[config.mk]
export PLATFORM = sky130hd
export DESIGN_NAME = zero_crossing_time_interpolator
export DESIGN_NICKNAME = d
export VERILOG_FILES = /design/src/rtl/core/zcti_pkg.sv /design/src/rtl/core/zcti_interp.sv /design/src/rtl/core/zero_crossing_time_interpolator.sv
export VERILOG_INCLUDE_DIRS = /design/src /design/src/rtl/core
export SDC_FILE = /design/constraint.sdc
export NUM_CORES = 1
export LEC_CHECK = 0
export CAP_MARGIN = 20
export CORE_MARGIN = 2
export CORE_UTILIZATION = 59
export CTS_CLUSTER_DIAMETER = 40
export DETAILED_ROUTE_END_ITERATION = 12
export DONT_BUFFER_PORTS = 1
export HOLD_SLACK_MARGIN = 0.06
export PLACE_DENSITY = 0.86
export SETUP_SLACK_MARGIN = 0.4
export SLEW_MARGIN = 20
export SYNTH_ARGS = -nofsm -noshare
export SYNTH_HDL_FRONTEND = slang
export SYNTH_HIERARCHICAL = 1
export SYNTH_SLANG_ARGS = --single-unit
[constraint.sdc]
create_clock -name clk_i -period 6.5 [get_ports clk_i]
set_input_delay 1.95 -clock clk_i [delete_from_list [all_inputs] [get_ports clk_i]]
set_output_delay 1.95 -clock clk_i [all_outputs]
set_load 0.05 [all_outputs]
[src/rtl/core/zero_crossing_time_interpolator_macros.svh]
// Assertion macros for the zero-crossing time interpolator.
// Needs clk_i and rst_ni in the scope where a macro is used.
`ifndef ZERO_CROSSING_TIME_INTERPOLATOR_MACROS_SVH
`define ZERO_CROSSING_TIME_INTERPOLATOR_MACROS_SVH

// Checked outside reset only.
`define ZCTI_ASSERT(name, prop, msg) \
  name: assert property (@(posedge clk_i) disable iff (!rst_ni) prop) else $error(msg);

// Checked at every edge, reset included.
`define ZCTI_ASSERT_ALWAYS(name, prop, msg) \
  name: assert property (@(posedge clk_i) prop) else $error(msg);

`endif

[src/rtl/core/zcti_pkg.sv]
// Shared types and constants of the zero-crossing time interpolator.
// No dependencies; used by zcti_interp and the top level.
`default_nettype none

package zcti_pkg;

  localparam int unsigned MAX_CROSSINGS = 8;
  localparam int unsigned FRACTION_BITS = 8;

  localparam int unsigned ADC_W   = 12;
  localparam int unsigned DEV_W   = ADC_W + 1;
  localparam int unsigned TIME_W  = 32;
  localparam int unsigned CTIME_W = 40;
  localparam int unsigned NUM_W6  = 6;
  localparam int unsigned FOUND_W = 7;
  localparam int unsigned PADDR_W = 4;
  localparam int unsigned PDATA_W = 32;

  // Register indexes (paddr[3:2])
  localparam logic [1:0] REG_REFERENCE    = 2'd0;
  localparam logic [1:0] REG_WINDOW_START = 2'd1;
  localparam logic [1:0] REG_WINDOW_END   = 2'd2;

  localparam logic [ADC_W-1:0]  REFERENCE_RST    = 12'd2048;
  localparam logic [TIME_W-1:0] WINDOW_START_RST = '0;
  localparam logic [TIME_W-1:0] WINDOW_END_RST   = '1;

  typedef struct packed {
    logic [ADC_W-1:0]  sample_value;
    logic [TIME_W-1:0] sample_time;
    logic              frame_last;
  } in_t;

  typedef struct packed {
    logic [CTIME_W-1:0] crossing_time;
    logic [NUM_W6-1:0]  crossing_number;
    logic [FOUND_W-1:0] crossing_count;
    logic               is_summary;
    logic               last;
  } out_t;

  // Top-level sequencer
  typedef enum logic [1:0] {
    ST_IDLE,
    ST_CALC,
    ST_CROSS,
    ST_SUM
  } ctrl_state_e;

  // Interpolation unit
  typedef enum logic [1:0] {
    U_IDLE,
    U_MUL,
    U_DIV,
    U_FIN
  } unit_state_e;

  typedef struct packed {
    logic              start;
    logic [ADC_W-1:0]  a0;   // |earlier deviation|
    logic [ADC_W-1:0]  a1;   // |later deviation|
    logic [TIME_W-1:0] t0;
    logic [TIME_W-1:0] t1;
  } interp_req_t;

  typedef struct packed {
    logic               done;
    logic [CTIME_W-1:0] crossing_time;
  } interp_rsp_t;

endpackage

`default_nettype wire

[src/rtl/core/zcti_interp.sv]
// Bit-serial interpolation unit: shift-add multiply, then restoring divide.
// Depends on zcti_pkg.
`default_nettype none

module zcti_interp #(
  parameter int unsigned FractionBits = zcti_pkg::FRACTION_BITS
) (
  input  wire logic                  clk_i,
  input  wire logic                  rst_ni,
  input  wire zcti_pkg::interp_req_t req_i,
  output zcti_pkg::interp_rsp_t      rsp_o
);
  import zcti_pkg::*;

  localparam int unsigned PROD_W = TIME_W + ADC_W;
  localparam int unsigned NUM_W  = PROD_W + FractionBits;
  localparam int unsigned QUO_W  = TIME_W + FractionBits;
  localparam int unsigned CNT_W  = $clog2(NUM_W);

  unit_state_e state_q, state_d;
  logic [CNT_W-1:0]   cnt_q, cnt_d;
  logic               done_q, done_d;

  logic [TIME_W-1:0]  dt_q;
  logic [TIME_W-1:0]  t1_q;
  logic               back_q;   // t1 < t0
  logic [ADC_W-1:0]   a1_q;
  logic [DEV_W-1:0]   den_q;
  logic [NUM_W-1:0]   num_q;
  logic [DEV_W-1:0]   rem_q;
  logic [QUO_W-1:0]   quo_q;
  logic [CTIME_W-1:0] res_q;

  logic [NUM_W-1:0]   mul_sum;
  logic [DEV_W:0]     rem_sh;
  logic [DEV_W:0]     rem_sub;
  logic               qbit;
  logic [CTIME_W-1:0] base;
  logic [CTIME_W-1:0] q_ext;
  logic [CTIME_W-1:0] res_d;

  // one multiplier bit per cycle, MSB first
  assign mul_sum = (num_q << 1) + (a1_q[ADC_W-1] ? NUM_W'(dt_q) : '0);

  // one quotient bit per cycle
  assign rem_sh  = {rem_q, num_q[NUM_W-1]};
  assign rem_sub = rem_sh - {1'b0, den_q};
  assign qbit    = (rem_sh >= {1'b0, den_q});

  // forward pair: base - ceil(q); backward pair: base + floor(q)
  assign base  = CTIME_W'(t1_q) << FractionBits;
  assign q_ext = CTIME_W'(quo_q);
  assign res_d = back_q ? (base + q_ext)
                        : (base + ~q_ext + CTIME_W'(rem_q == '0));

  always_comb begin
    state_d = state_q;
    cnt_d   = cnt_q;
    done_d  = 1'b0;
    unique case (state_q)
      U_IDLE: begin
        if (req_i.start) begin
          state_d = U_MUL;
          cnt_d   = CNT_W'(ADC_W - 1);
        end
      end
      U_MUL: begin
        if (cnt_q == '0) begin
          state_d = U_DIV;
          cnt_d   = CNT_W'(NUM_W - 1);
        end else begin
          cnt_d = cnt_q - 1'b1;
        end
      end
      U_DIV: begin
        if (cnt_q == '0) begin
          state_d = U_FIN;
        end else begin
          cnt_d = cnt_q - 1'b1;
        end
      end
      U_FIN: begin
        state_d = U_IDLE;
        done_d  = 1'b1;
      end
      default: state_d = U_IDLE;
    endcase
  end

  always_ff @(posedge clk_i or negedge rst_ni) begin
    if (!rst_ni) begin
      state_q <= U_IDLE;
      cnt_q   <= '0;
      done_q  <= 1'b0;
    end else begin
      state_q <= state_d;
      cnt_q   <= cnt_d;
      done_q  <= done_d;
    end
  end

  always_ff @(posedge clk_i) begin
    unique case (state_q)
      U_IDLE: begin
        if (req_i.start) begin
          back_q <= (req_i.t1 < req_i.t0);
          dt_q   <= (req_i.t1 < req_i.t0) ? (req_i.t0 - req_i.t1)
                                           : (req_i.t1 - req_i.t0);
          t1_q   <= req_i.t1;
          a1_q   <= req_i.a1;
          den_q  <= {1'b0, req_i.a0} + {1'b0, req_i.a1};
          num_q  <= '0;
          rem_q  <= '0;
          quo_q  <= '0;
        end
      end
      U_MUL: begin
        a1_q  <= a1_q << 1;
        num_q <= (cnt_q == '0) ? (mul_sum << FractionBits) : mul_sum;
      end
      U_DIV: begin
        num_q <= num_q << 1;
        rem_q <= qbit ? rem_sub[DEV_W-1:0] : rem_sh[DEV_W-1:0];
        quo_q <= {quo_q[QUO_W-2:0], qbit};
      end
      U_FIN: begin
        res_q <= res_d;
      end
      default: ;
    endcase
  end

  assign rsp_o.done          = done_q;
  assign rsp_o.crossing_time = res_q;

endmodule

`default_nettype wire

[src/rtl/core/zero_crossing_time_interpolator.sv]
// A crossing result follows its sample transaction through the serial multiply, the serial
//   divide, then the handoff to the output register.
// A summary with no crossing ahead of it goes through ST_SUM into the output register.
// Throughput: one sample per cycle with no result; a sample that brings a crossing or a
//   summary holds off the next one until its results are loaded.
// Reset (rst_ni low, async): default registers, frame state cleared, no result pending.
`default_nettype none
`include "zero_crossing_time_interpolator_macros.svh"

module zero_crossing_time_interpolator #(
  parameter int unsigned MaxCrossings = zcti_pkg::MAX_CROSSINGS,
  parameter int unsigned FractionBits = zcti_pkg::FRACTION_BITS
) (
  input  wire logic                              clk_i,
  input  wire logic                              rst_ni,
  // sample stream
  input  wire logic                              in_valid_i,
  output logic                                   in_ready_o,
  input  wire zcti_pkg::in_t                     in_data_i,
  // result stream
  output logic                                   out_valid_o,
  input  wire logic                              out_ready_i,
  output zcti_pkg::out_t                         out_data_o,
  // register port
  input  wire logic                              psel,
  input  wire logic                              penable,
  input  wire logic                              pwrite,
  input  wire logic [zcti_pkg::PADDR_W-1:0]      paddr,
  input  wire logic [zcti_pkg::PDATA_W-1:0]      pwdata,
  output logic [zcti_pkg::PDATA_W-1:0]           prdata,
  output logic                                   pready
);
  import zcti_pkg::*;

  // ---------------------------------------------------------------------------
  // Configuration registers
  // ---------------------------------------------------------------------------
  logic [ADC_W-1:0]  ref_q;
  logic [TIME_W-1:0] wstart_q;
  logic [TIME_W-1:0] wend_q;
  logic [1:0]        reg_idx;
  logic              cfg_write;

  assign pready    = 1'b1;
  assign reg_idx   = paddr[3:2];
  assign cfg_write = psel && penable && pwrite;

  always_comb begin
    unique case (reg_idx)
      REG_REFERENCE:    prdata = PDATA_W'(ref_q);
      REG_WINDOW_START: prdata = wstart_q;
      REG_WINDOW_END:   prdata = wend_q;
      default:          prdata = '0;
    endcase
  end

  // ---------------------------------------------------------------------------
  // Frame state and sequencer
  // ---------------------------------------------------------------------------
  ctrl_state_e state_q, state_d;

  logic signed [DEV_W-1:0] prev_dev_q;
  logic [TIME_W-1:0]       prev_time_q;
  logic [FOUND_W-1:0]      found_q;
  logic                    have_prev_q;
  logic                    stopped_q;

  // what the accepted transaction still owes downstream
  logic [NUM_W6-1:0]       cross_num_q;
  logic [FOUND_W-1:0]      sum_cnt_q;
  logic                    want_sum_q;

  out_t out_q;
  logic out_valid_q;

  logic                    in_accept;
  logic signed [DEV_W-1:0] dev;
  logic [DEV_W-1:0]        dev_neg;
  logic [DEV_W-1:0]        prev_neg;
  logic                    dev_pos, dev_is_neg, prev_pos, prev_is_neg;
  logic                    pair_live, in_window, past_end, sign_flip;
  logic                    below_max, emit, stop_set;
  logic [FOUND_W-1:0]      found_next;
  logic                    out_free, load_cross, load_sum;
  interp_req_t             ireq;
  interp_rsp_t             irsp;

  assign in_ready_o = (state_q == ST_IDLE);
  assign in_accept  = in_valid_i && in_ready_o;

  // deviation of the new sample from the zero line, 13-bit signed
  assign dev = signed'({1'b0, in_data_i.sample_value}) - signed'({1'b0, ref_q});
  assign dev_neg  = -dev;
  assign prev_neg = -prev_dev_q;

  // a zero deviation counts as neither sign, so it never forms a crossing
  assign dev_is_neg  = dev[DEV_W-1];
  assign dev_pos     = !dev[DEV_W-1] && (dev != '0);
  assign prev_is_neg = prev_dev_q[DEV_W-1];
  assign prev_pos    = !prev_dev_q[DEV_W-1] && (prev_dev_q != '0);
  assign sign_flip   = (prev_is_neg && dev_pos) || (prev_pos && dev_is_neg);

  // window start is checked first: a skipped pair never stops the frame
  assign pair_live = have_prev_q && !stopped_q;
  assign in_window = !(prev_time_q < wstart_q);
  assign past_end  = prev_time_q > wend_q;
  assign below_max = found_q < FOUND_W'(MaxCrossings);

  assign emit     = pair_live && in_window && !past_end && sign_flip && below_max;
  assign stop_set = pair_live && in_window &&
                    (past_end || (sign_flip && !below_max));
  assign found_next = found_q + FOUND_W'(emit);

  // magnitudes of both deviations and the pair's times go to the serial unit
  always_comb begin
    ireq.start = in_accept && emit;
    ireq.a0    = prev_is_neg ? prev_neg[ADC_W-1:0] : prev_dev_q[ADC_W-1:0];
    ireq.a1    = dev_is_neg ? dev_neg[ADC_W-1:0] : dev[ADC_W-1:0];
    ireq.t0    = prev_time_q;
    ireq.t1    = in_data_i.sample_time;
  end

  zcti_interp #(
    .FractionBits(FractionBits)
  ) u_interp (
    .clk_i (clk_i),
    .rst_ni(rst_ni),
    .req_i (ireq),
    .rsp_o (irsp)
  );

  // the output register frees up in the cycle its transaction completes
  assign out_free = !out_valid_q || out_ready_i;

  always_comb begin
    state_d    = state_q;
    load_cross = 1'b0;
    load_sum   = 1'b0;
    unique case (state_q)
      ST_IDLE: begin
        if (in_accept) begin
          if (emit) begin
            state_d = ST_CALC;
          end else if (in_data_i.frame_last) begin
            state_d = ST_SUM;
          end
        end
      end
      ST_CALC: begin
        if (irsp.done) begin
          state_d = ST_CROSS;
        end
      end
      ST_CROSS: begin
        if (out_free) begin
          load_cross = 1'b1;
          state_d    = want_sum_q ? ST_SUM : ST_IDLE;
        end
      end
      ST_SUM: begin
        if (out_free) begin
          load_sum = 1'b1;
          state_d  = ST_IDLE;
        end
      end
      default: state_d = ST_IDLE;
    endcase
  end

  always_ff @(posedge clk_i or negedge rst_ni) begin
    if (!rst_ni) begin
      ref_q       <= REFERENCE_RST;
      wstart_q    <= WINDOW_START_RST;
      wend_q      <= WINDOW_END_RST;
      state_q     <= ST_IDLE;
      prev_dev_q  <= '0;
      prev_time_q <= '0;
      found_q     <= '0;
      have_prev_q <= 1'b0;
      stopped_q   <= 1'b0;
      want_sum_q  <= 1'b0;
      out_valid_q <= 1'b0;
    end else begin
      state_q <= state_d;

      if (cfg_write) begin
        case (reg_idx)
          REG_REFERENCE:    ref_q    <= pwdata[ADC_W-1:0];
          REG_WINDOW_START: wstart_q <= pwdata;
          REG_WINDOW_END:   wend_q   <= pwdata;
          default: ;
        endcase
      end

      if (in_accept) begin
        want_sum_q <= in_data_i.frame_last;
        if (in_data_i.frame_last) begin
          // frame closes: the frame state goes back to its reset value
          prev_dev_q  <= '0;
          prev_time_q <= '0;
          found_q     <= '0;
          have_prev_q <= 1'b0;
          stopped_q   <= 1'b0;
        end else begin
          prev_dev_q  <= dev;
          prev_time_q <= in_data_i.sample_time;
          found_q     <= found_next;
          have_prev_q <= 1'b1;
          stopped_q   <= stopped_q || stop_set;
        end
      end

      if (load_cross || load_sum) begin
        out_valid_q <= 1'b1;
      end else if (out_ready_i) begin
        out_valid_q <= 1'b0;
      end
    end
  end

  // payload registers
  always_ff @(posedge clk_i) begin
    if (in_accept) begin
      cross_num_q <= found_q[NUM_W6-1:0];
      sum_cnt_q   <= found_next;
    end
    if (load_cross) begin
      out_q.crossing_time   <= irsp.crossing_time;
      out_q.crossing_number <= cross_num_q;
      out_q.crossing_count  <= '0;
      out_q.is_summary      <= 1'b0;
      out_q.last            <= !want_sum_q;
    end else if (load_sum) begin
      out_q.crossing_time   <= '0;
      out_q.crossing_number <= '0;
      out_q.crossing_count  <= sum_cnt_q;
      out_q.is_summary      <= 1'b1;
      out_q.last            <= 1'b1;
    end
  end

  assign out_valid_o = out_valid_q;
  assign out_data_o  = out_q;

  // ---------------------------------------------------------------------------
  // Assertions
  // ---------------------------------------------------------------------------
  `ZCTI_ASSERT(a_found_bound, found_q <= FOUND_W'(MaxCrossings), "crossing count over limit")
  `ZCTI_ASSERT(a_start_to_calc, ireq.start |=> state_q == ST_CALC, "unit started outside wait")
  `ZCTI_ASSERT_ALWAYS(a_done_in_calc, irsp.done |-> state_q == ST_CALC, "stray unit done")

endmodule

`default_nettype wire
==> results of run 1 <==
[kinds of logic (layout without fill, tap and decap cells)]
group | Yosys count | after routing | synth area share (%)
AOI/OAI and AO/OA | 883 | 883 | 19.0
xor gates and xnor gates | 157 | 157 | 4.54
adders and majority gates | 274 | 274 | 11.5
buffers and inverters | 407 | 423 | 5.26
DFF | 446 | 446 | 41.8
muxes | 84 | 84 | 3.03
other | 1 | 1 | 0.0124
and+or+nand+nor | 917 | 917 | 14.9
[placed cells by master, fill, tap and decap left out, types with 35 or more instances in the layout]
master	n
nand2b_1	60
nand4_1	37
o21ai_0	231
o21bai_1	37
nand2_1	300
dfrtp_1	110
nor2_1	204
o21ai_1	44
xnor2_1	96
clkbuf_16	76
mux2i_1	48
and2_1	93
edfxtp_1	295
nand3_1	41
a22o_1	39
a21oi_1	216
xor2_1	61
a21o_1	67
inv_1	264
ha_1	266
nor3_1	35
nor2b_1	38
[critical path: stages]
cell,delay [ns]
inv_1,0.03
ha_1,0.24
fa_1,0.41
nand2b_1,0.21
a21oi_2,0.25
a31oi_4,0.14
o21ai_4,0.30
nor2_1,0.09
xnor2_1,0.25
ha_1,0.32
nor2b_1,0.15
o21ai_0,0.25
a21boi_0,0.16
o21ai_0,0.22
a21boi_0,0.18
o21ai_0,0.24
nand2b_1,0.13
a21o_1,0.20
a21oi_1,0.27
o21ai_0,0.18
[per-layer routing]
metal / GRT usage, % / vias up / routed length (µm)
met5: 0 / - / 0
met4: 11.4 / 0 / 2720
met3: 6.18 / 193 / 6840
met2: 47.7 / 1123 / 36500
met1: 38.5 / 11600 / 32800
li1: - / 11300 / -
[registers in the layout, summed over array words and instances, names as in the netlist, 2 cells and up]
| register | flops |
|---|---|
| out_data_o | 55 |
| u_interp/num_q | 52 |
| u_interp/q_ext | 40 |
| u_interp/res_q | 40 |
| prev_time_q | 32 |
| u_interp/dt_q | 32 |
| u_interp/t1_q | 32 |
| wend_q | 32 |
| wstart_q | 32 |
| prev_dev_q | 13 |
| u_interp/den_q | 13 |
| u_interp/rem_q | 13 |
| ref_q | 12 |
| u_interp/a1_q | 12 |
| found_q | 7 |
| sum_cnt_q | 7 |
| cross_num_q | 6 |
| u_interp/cnt_q | 6 |
| state_q | 2 |
| u_interp/state_q | 2 |
[stage by stage]
| stage | utilization [%] | hold WS, ns | cells | cell area [µm²] | total power, mW |
|---|---|---|---|---|---|
| 6_report | 66.0 | 0.504 | 3857 | 33300 | 17.1 |
| 5_1_grt | 66.0 | 0.510 | 3857 | 33300 | 18.1 |
| 4_1_cts | 66.0 | 0.501 | 3857 | 33200 | 17.0 |
| 3_5_place_dp | 61.0 | 0.490 | 3725 | 30700 | 12.9 |
| 3_3_place_gp | 61.0 | 0.465 | 3725 | 30700 | 12.5 |
| 2_1_floorplan | - | 0.453 | 3169 | 30300 | 11.0 |
[timing repair]
item | 4_1_cts | 5_1_grt
endpoints found under the setup margin | 0 | 1
gates resized for setup | 0 | 1
hold endpoints to repair | 0 | 0
hold buffers | 0 | 0
[cell type report]
class / count / area [µm²] / share of cell area [%]
Clock inverter: 48 / 554 / 1.67
Timing Repair Buffer: 21 / 170 / 0.512
Inverter: 270 / 1020 / 3.07
Tap cell: 672 / 841 / 2.53
Sequential cell: 446 / 12600 / 38.0
Multi-Input combinational cell: 2316 / 16100 / 48.4
Clock buffer: 84 / 1950 / 5.87
[worst paths after layout]
| kind | from | to | slack [ns] | depth (start not counted) |
|---|---|---|---|---|
| setup / recovery | in_data_i[33] | u_interp/den_q[12]$_DFFE_PP_ | 0.65 | 20 |
| min in group asynchronous | rst_ni | wstart_q[13]$_DFFE_PN0P_ | 1.05 | 0 |
| hold / removal | have_prev_q$_DFFE_PN0P_ | have_prev_q$_DFFE_PN0P_ | 0.50 | 1 |
| max in group asynchronous | rst_ni | wend_q[0]$_DFFE_PN1P_ | 5.17 | 0 |
| setup reg to reg | ref_q[0]$_DFFE_PN0P_ | u_interp/den_q[12]$_DFFE_PP_ | 1.62 | 19 |
| hold reg to reg | have_prev_q$_DFFE_PN0P_ | have_prev_q$_DFFE_PN0P_ | 0.50 | 1 |
[power breakdown]
part	switching, mW	internal [mW]
registers	1.15	4.43
logic	4.76	2.83
clock network	1.48	2.48
total	7.39	9.74
==> summary.md, run 1 <==
| Metric | Value |
|---|---|
| Vias in the first global route | 23900 |
| Die height | 230 µm |
| Worst-path fanout max | 10 |
| Status | finished clean |
| Place WS | 0.251 ns |
| Routed WL per cell | 20.5 µm |
| Rel. slew slack | ~29% |
| Post-Route WL | about 79000 µm |
| Post-synth EDFFs | 295 |
| DPL Wire Length | between 50000 and 60000 µm |
| Yosys cell types | around 110 |
| Max_cap viols | 0 |
| Remaining DRCs | 0 |
| Die W | 230 µm |
| Synth area leaders | edfxtp_1, ha_1, dfrtp_1 |
| Setup Skew | 0.0248 ns |
| Ys async rst share | 32.1% |
| Final Cycle Share | approximately 90% |
| Mapped Nets | 3531 |
| Seq/Total Area, Yosys | 41.8% |
| CTS Buf Count | 72 |
| TritonRoute pass-1 iters | 6 |
| Final hold violation count | 0 |
| Initial drt markers | 2812 |
| Most frequent cells after synthesis | nand2_1, edfxtp_1, ha_1 |
| Routability Congestion | between 0.9 and 1 |
| # setup viols final | 0 |
| Top-level port count | 178 |
| Top-area cell type share of the netlist area | 29.3% |
| Clk_lat worst skew | ~0.6 ns |
| Critical path type | input pin to flop |
| ANT cells | 0 |
| Initial Utilization | 60.1% |
| Critical path launch point type | input pin |
| First-pass GRT wire length | around 130000 µm |
| Final Critical Period | 5.85 ns |
| Port Buffers | 0 |
| Dominant cell type by area after synthesis | edfxtp_1 |
| # fillers | 3695 |
| HP Class | flop to flop |
| Worst EP required | 6.82 ns |
| Synthesized flop and latch total | 446 |
| Layout cells sized above 1 | 8.41% |
| Post-Syn Area | 30300 µm² |
| Largest net degree at the start of global routing | 144 |
| Crit path DAT | 6.17 ns |
| Gr usage total | 29.3% |
| YS warnings | 6 |
| Grt total ovfl | 0 |
| Count of pins over their slew limit | 0 |
| # rows | 82 |
| Clk sink count | roughly 450 |
| Leakage power | between 10 and 15 nW |
| Crit. End Element | flop |
| Setup Fix Bufs, Post-CTS | 0 |
| Peak Freq | roughly 0.17 GHz |
| Synth Instances | 3169 |
| H-tree depth | 3 |
| RSZ-0062 raised after global routing | false |
| Max VDD drop | 0.295 mV |
| Fin nets | between 3000 and 4000 |
| Clock Tree Buf Depth | 3 |
| Syn_area_per_cell | 9.55 µm² |
| Total negative slack | 0 ns |
| CTS tree | done |
| Die area | 53100 µm² |
| P&R area growth vs syn | 9.92% |
| Core area | 50400 µm² |
| Post-route setup slack | 0.648 ns |
| Clock root buffer | clkbuf_16 |
| Top-count cell post-synth | nand2_1 |
| Pwr dens | approximately 510 nW/µm² |
| Slew @ Worst Pin | 1.07 ns |
| Post-route ant nets | 0 |
| Routed vias/inst | 6.27 |
| DR vias | 24200 |
| Primary FF master, synth | edfxtp_1 |
| Initial antenna violation count | 1 |
| Worst-path clk slew | approximately 0.05 ns |
Note: power is estimated with default switching activity, not from simulation.
==> run 2, diff against run 1 <==
SYNTH_HIERARCHICAL = default   (was 1)
==> summary.md, run 2 <==
| Metric | Value |
|---|---|
| Setup Fix Bufs, Post-CTS | 0 (unchanged) |
| Synth Area in Simple Gates | 13.7% (was 14.9%) |
| M3 GR Usage | 5.79% (was 6.18%) |
| Mapped Nets | 3466 (was 3531) |
| CTS Buf Count | 71 (was 72) |
| Grt met2 use | 48.3% (was 47.7%) |
| Dominant cell type by area after synthesis | edfxtp_1 (unchanged) |
| Worst path top cell family by delay | compound AO/OA/AOI/OAI gates (unchanged) |
| Synth area leaders | edfxtp_1, ha_1, dfrtp_1 (unchanged) |
| Initial drt markers | 2849 (was 2812) |
| Die W | 229 µm (was 230 µm) |
| Final Critical Period | 5.86 ns (was 5.85 ns) |
| ANT cells | 0 (unchanged) |
| Ys async rst share | 32.1% (unchanged) |
| Most frequent cells in the layout | edfxtp_1, inv_1, ha_1, nand2_1, nor2_1 (was nand2_1, edfxtp_1, ha_1, inv_1, o21ai_0) |
| Compound-gate portion of the synthesized area | 19.7% (was 19.0%) |
| Post-route ant nets | 0 (unchanged) |
| Place WS | -0.0389 ns (was 0.251 ns) |
| Routed WL per cell | 20.7 µm (was 20.5 µm) |
| Primary FF master, synth | edfxtp_1 (unchanged) |
| Port Buffers | 0 (unchanged) |
| Multiplexer area fraction after synthesis | 2.37% (was 3.03%) |
| Leakage power | 14.1 nW (was 13.9 nW) |
| Crit. End Element | flop (unchanged) |
| Clock Tree Buf Depth | 3 (unchanged) |
| Top-count cell post-synth | edfxtp_1 (was nand2_1) |
| Xor and xnor area share after synthesis | 4.66% (was 4.54%) |
| Synth Area in Adders | 11.7% (was 11.5%) |
| Critical path type | input pin to flop (unchanged) |
| Clk_lat worst skew | 0.62 ns (was 0.61 ns) |
| P&R area growth vs syn | 9.99% (was 9.92%) |
| Footprint of the multi-input gates | 15700 µm² (was 16100 µm²) |
| Clk sink count | 446 (unchanged) |
| Routed vias/inst | 6.36 (was 6.27) |
| Post-synth EDFFs | 295 (unchanged) |
| Status | finished clean (unchanged) |
| Initial Utilization | 59.6% (was 60.1%) |
| YS warnings | 0 (was 6) |
| Slew @ Worst Pin | 1.11 ns (was 1.07 ns) |
| Setup Skew | 0.0373 ns (was 0.0248 ns) |
| Most frequent cells after synthesis | edfxtp_1, inv_1, ha_1 (was nand2_1, edfxtp_1, ha_1) |
| Max_cap viols | 0 (unchanged) |
| Post-route setup slack | 0.639 ns (was 0.648 ns) |
| Top-level port count | 178 (unchanged) |
| Routability Congestion | 0.960 (was 0.920) |
| Post-Route WL | 78100 µm (was 78900 µm) |
| Min Hold Slack | 0.516 ns (was 0.504 ns) |
| Peak Freq | 0.171 GHz (about the same) |
| Crit path largest cell delay | 0.45 ns (was 0.41 ns) |
| First-pass GRT wire length | 124000 µm (was 126000 µm) |
| Die height | 229 µm (was 230 µm) |
| Post-Syn Area | 29900 µm² (was 30300 µm²) |
| Worst-path clk slew | 0.06 ns (was 0.05 ns) |
| Fin nets | 3408 (was 3489) |
| H-tree depth | 3 (unchanged) |
| Vias in the first global route | 23600 (was 23900) |
| Register area | 12600 µm² (unchanged) |
| DR vias | 24000 (was 24200) |
| CTS tree | done (unchanged) |
| # rows | 82 (unchanged) |
| Largest net degree at the start of global routing | 144 (unchanged) |
| Synth Instances | 3103 (was 3169) |
| Seq/Total Area, Yosys | 42.3% (was 41.8%) |
| Max VDD drop | 0.307 mV (was 0.295 mV) |
| # fillers | 3834 (was 3695) |
| Clock root buffer | clkbuf_16 (unchanged) |
| # setup viols final | 0 (unchanged) |
| WP buf/inv | 2 (was 1) |
| Gr usage total | 29.2% (was 29.3%) |
| Yosys cell types | 101 (was 113) |
| Crit path DAT | 6.21 ns (was 6.17 ns) |
| Worst EP required | 6.85 ns (was 6.82 ns) |
| Count of pins over their slew limit | 0 (unchanged) |
| DPL Wire Length | 56700 µm (was 57200 µm) |
| Critical path launch point type | input pin (unchanged) |
| Total negative slack | 0 ns (unchanged) |
| Worst-path fanout max | 5 (was 10) |
| Crit path cell chain | inv_1 -> ha_1 -> inv_1 -> fa_2 -> a211oi_4 -> o21ai_2 -> a2111o_1 -> a31o_1 -> a21oi_2 -> nand2_1 -> o21ai_2 -> ha_1 -> a21o_1 -> a21oi_2 -> o21bai_1 -> a21oi_1 -> o21bai_1 -> a21oi_1 -> o21ai_0 -> o41ai_2 -> xnor2_1 (was inv_1 -> ha_1 -> fa_1 -> nand2b_1 -> a21oi_2 -> a31oi_4 -> o21ai_4 -> nor2_1 -> xnor2_1 -> ha_1 -> nor2b_1 -> o21ai_0 -> a21boi_0 -> o21ai_0 -> a21boi_0 -> o21ai_0 -> nand2b_1 -> a21o_1 -> a21oi_1 -> o21ai_0) |
| Top-area cell type share of the netlist area | 29.7% (was 29.3%) |
| Post_cts resized | 0 (unchanged) |
| CTS Hold Bufs | 0 (unchanged) |
| Met1 usage | 37.8% (was 38.5%) |
| Core area | 50100 µm² (was 50400 µm²) |
| CP max-delay cell | a2111o_1 (was fa_1) |
| Final hold violation count | 0 (unchanged) |
| Total chip power | 17.4 mW (was 17.1 mW) |
| TritonRoute pass-1 iters | 5 (was 6) |
| Most common cell after layout, fill and taps aside | edfxtp_1 (was nand2_1) |
| Syn_area_per_cell | 9.62 µm² (was 9.55 µm²) |
| Layout cells sized above 1 | 8.45% (was 8.41%) |
| Grt total ovfl | 0 (unchanged) |
| Main combinational cell family by area after synthesis | compound AO/OA/AOI/OAI gates (unchanged) |
| Remaining DRCs | 0 (unchanged) |
| Final Cycle Share | 90.2% (was 90.0%) |
| Most Used Layer, Global Route | met2 (unchanged) |
| HP Class | flop to flop (unchanged) |
| Largest register FFs | 55 (unchanged) |
| Rel. slew slack | 25.7% (was 28.6%) |
| RSZ-0062 raised after global routing | false (unchanged) |
| Synthesized flop and latch total | 446 (unchanged) |
| Die area | 52400 µm² (was 53100 µm²) |
| Pwr dens | 530 nW/µm² (was 515 nW/µm²) |
| Initial antenna violation count | 1 (unchanged) |
==> run 2: area by class of cell <==
type	count	share of cell area, %
sequential	446	38.5
clock buffer	82	5.82
multi-input combinational	2230	47.7
clock inverter	48	1.67
inverter	275	3.16
tap	672	2.56
timing repair buffer	21	0.610
==> run 2: routing by layer <==
layer  part of all wire [%]  vias to the layer above
met5                      0                        -
met4                    3.7                        0
met3                    8.7                      207
met2                     47                     1160
met1                     40                    11500
li1                       -                    11100
==> run 2: cells by family (layout without fill, tap and decap cells) <==
family	after synthesis	in the layout
multiplexers	67	67
other	1	1
XOR/XNOR	159	159
adder cells (fa/ha/maj)	275	275
AO/OA/AOI/OAI	879	879
flip-flops	446	446
buffers and inverters	427	426
AND/OR/NAND/NOR	849	849
==> run 2: metrics by stage <==
stage                     std cells  util (%)  instance area (µm²)
final                          3774      65.6                32800
after global routing           3774      65.6                32800
after CTS                      3773      65.5                32800
after detailed placement       3643      60.6                30300
after global placement         3643      60.6                30300
after floorplan                3103         -                29900
==> run 2: final timing paths <==
path                                   startpoint  cells past startpoint  slack (ns)                            to
setup / recovery                    in_data_i[33]                     21        0.64  u_interp.den_q[11]$_DFFE_PP_
hold / removal             found_q[0]$_DFFE_PN0P_                      0        0.52      cross_num_q[0]$_DFFE_PP_
setup reg to reg             ref_q[0]$_DFFE_PN0P_                     20        1.49  u_interp.den_q[11]$_DFFE_PP_
hold reg to reg            found_q[0]$_DFFE_PN0P_                      0        0.52      cross_num_q[0]$_DFFE_PP_
max in group asynchronous                  rst_ni                      0        5.13         wend_q[3]$_DFFE_PN1P_
min in group asynchronous                  rst_ni                      0        1.04   prev_time_q[25]$_DFFE_PN0P_
==> run 2: where the power goes <==
group / switching [mW] / total (mW) / leakage (nW) / internal [mW]
sequential: 1.13 / 5.57 / 4.62 / 4.44
clock: 1.47 / 3.88 / 1.20 / 2.41
combinational: 4.90 / 7.96 / 8.29 / 3.07
total: 7.50 / 17.4 / 14.1 / 9.91
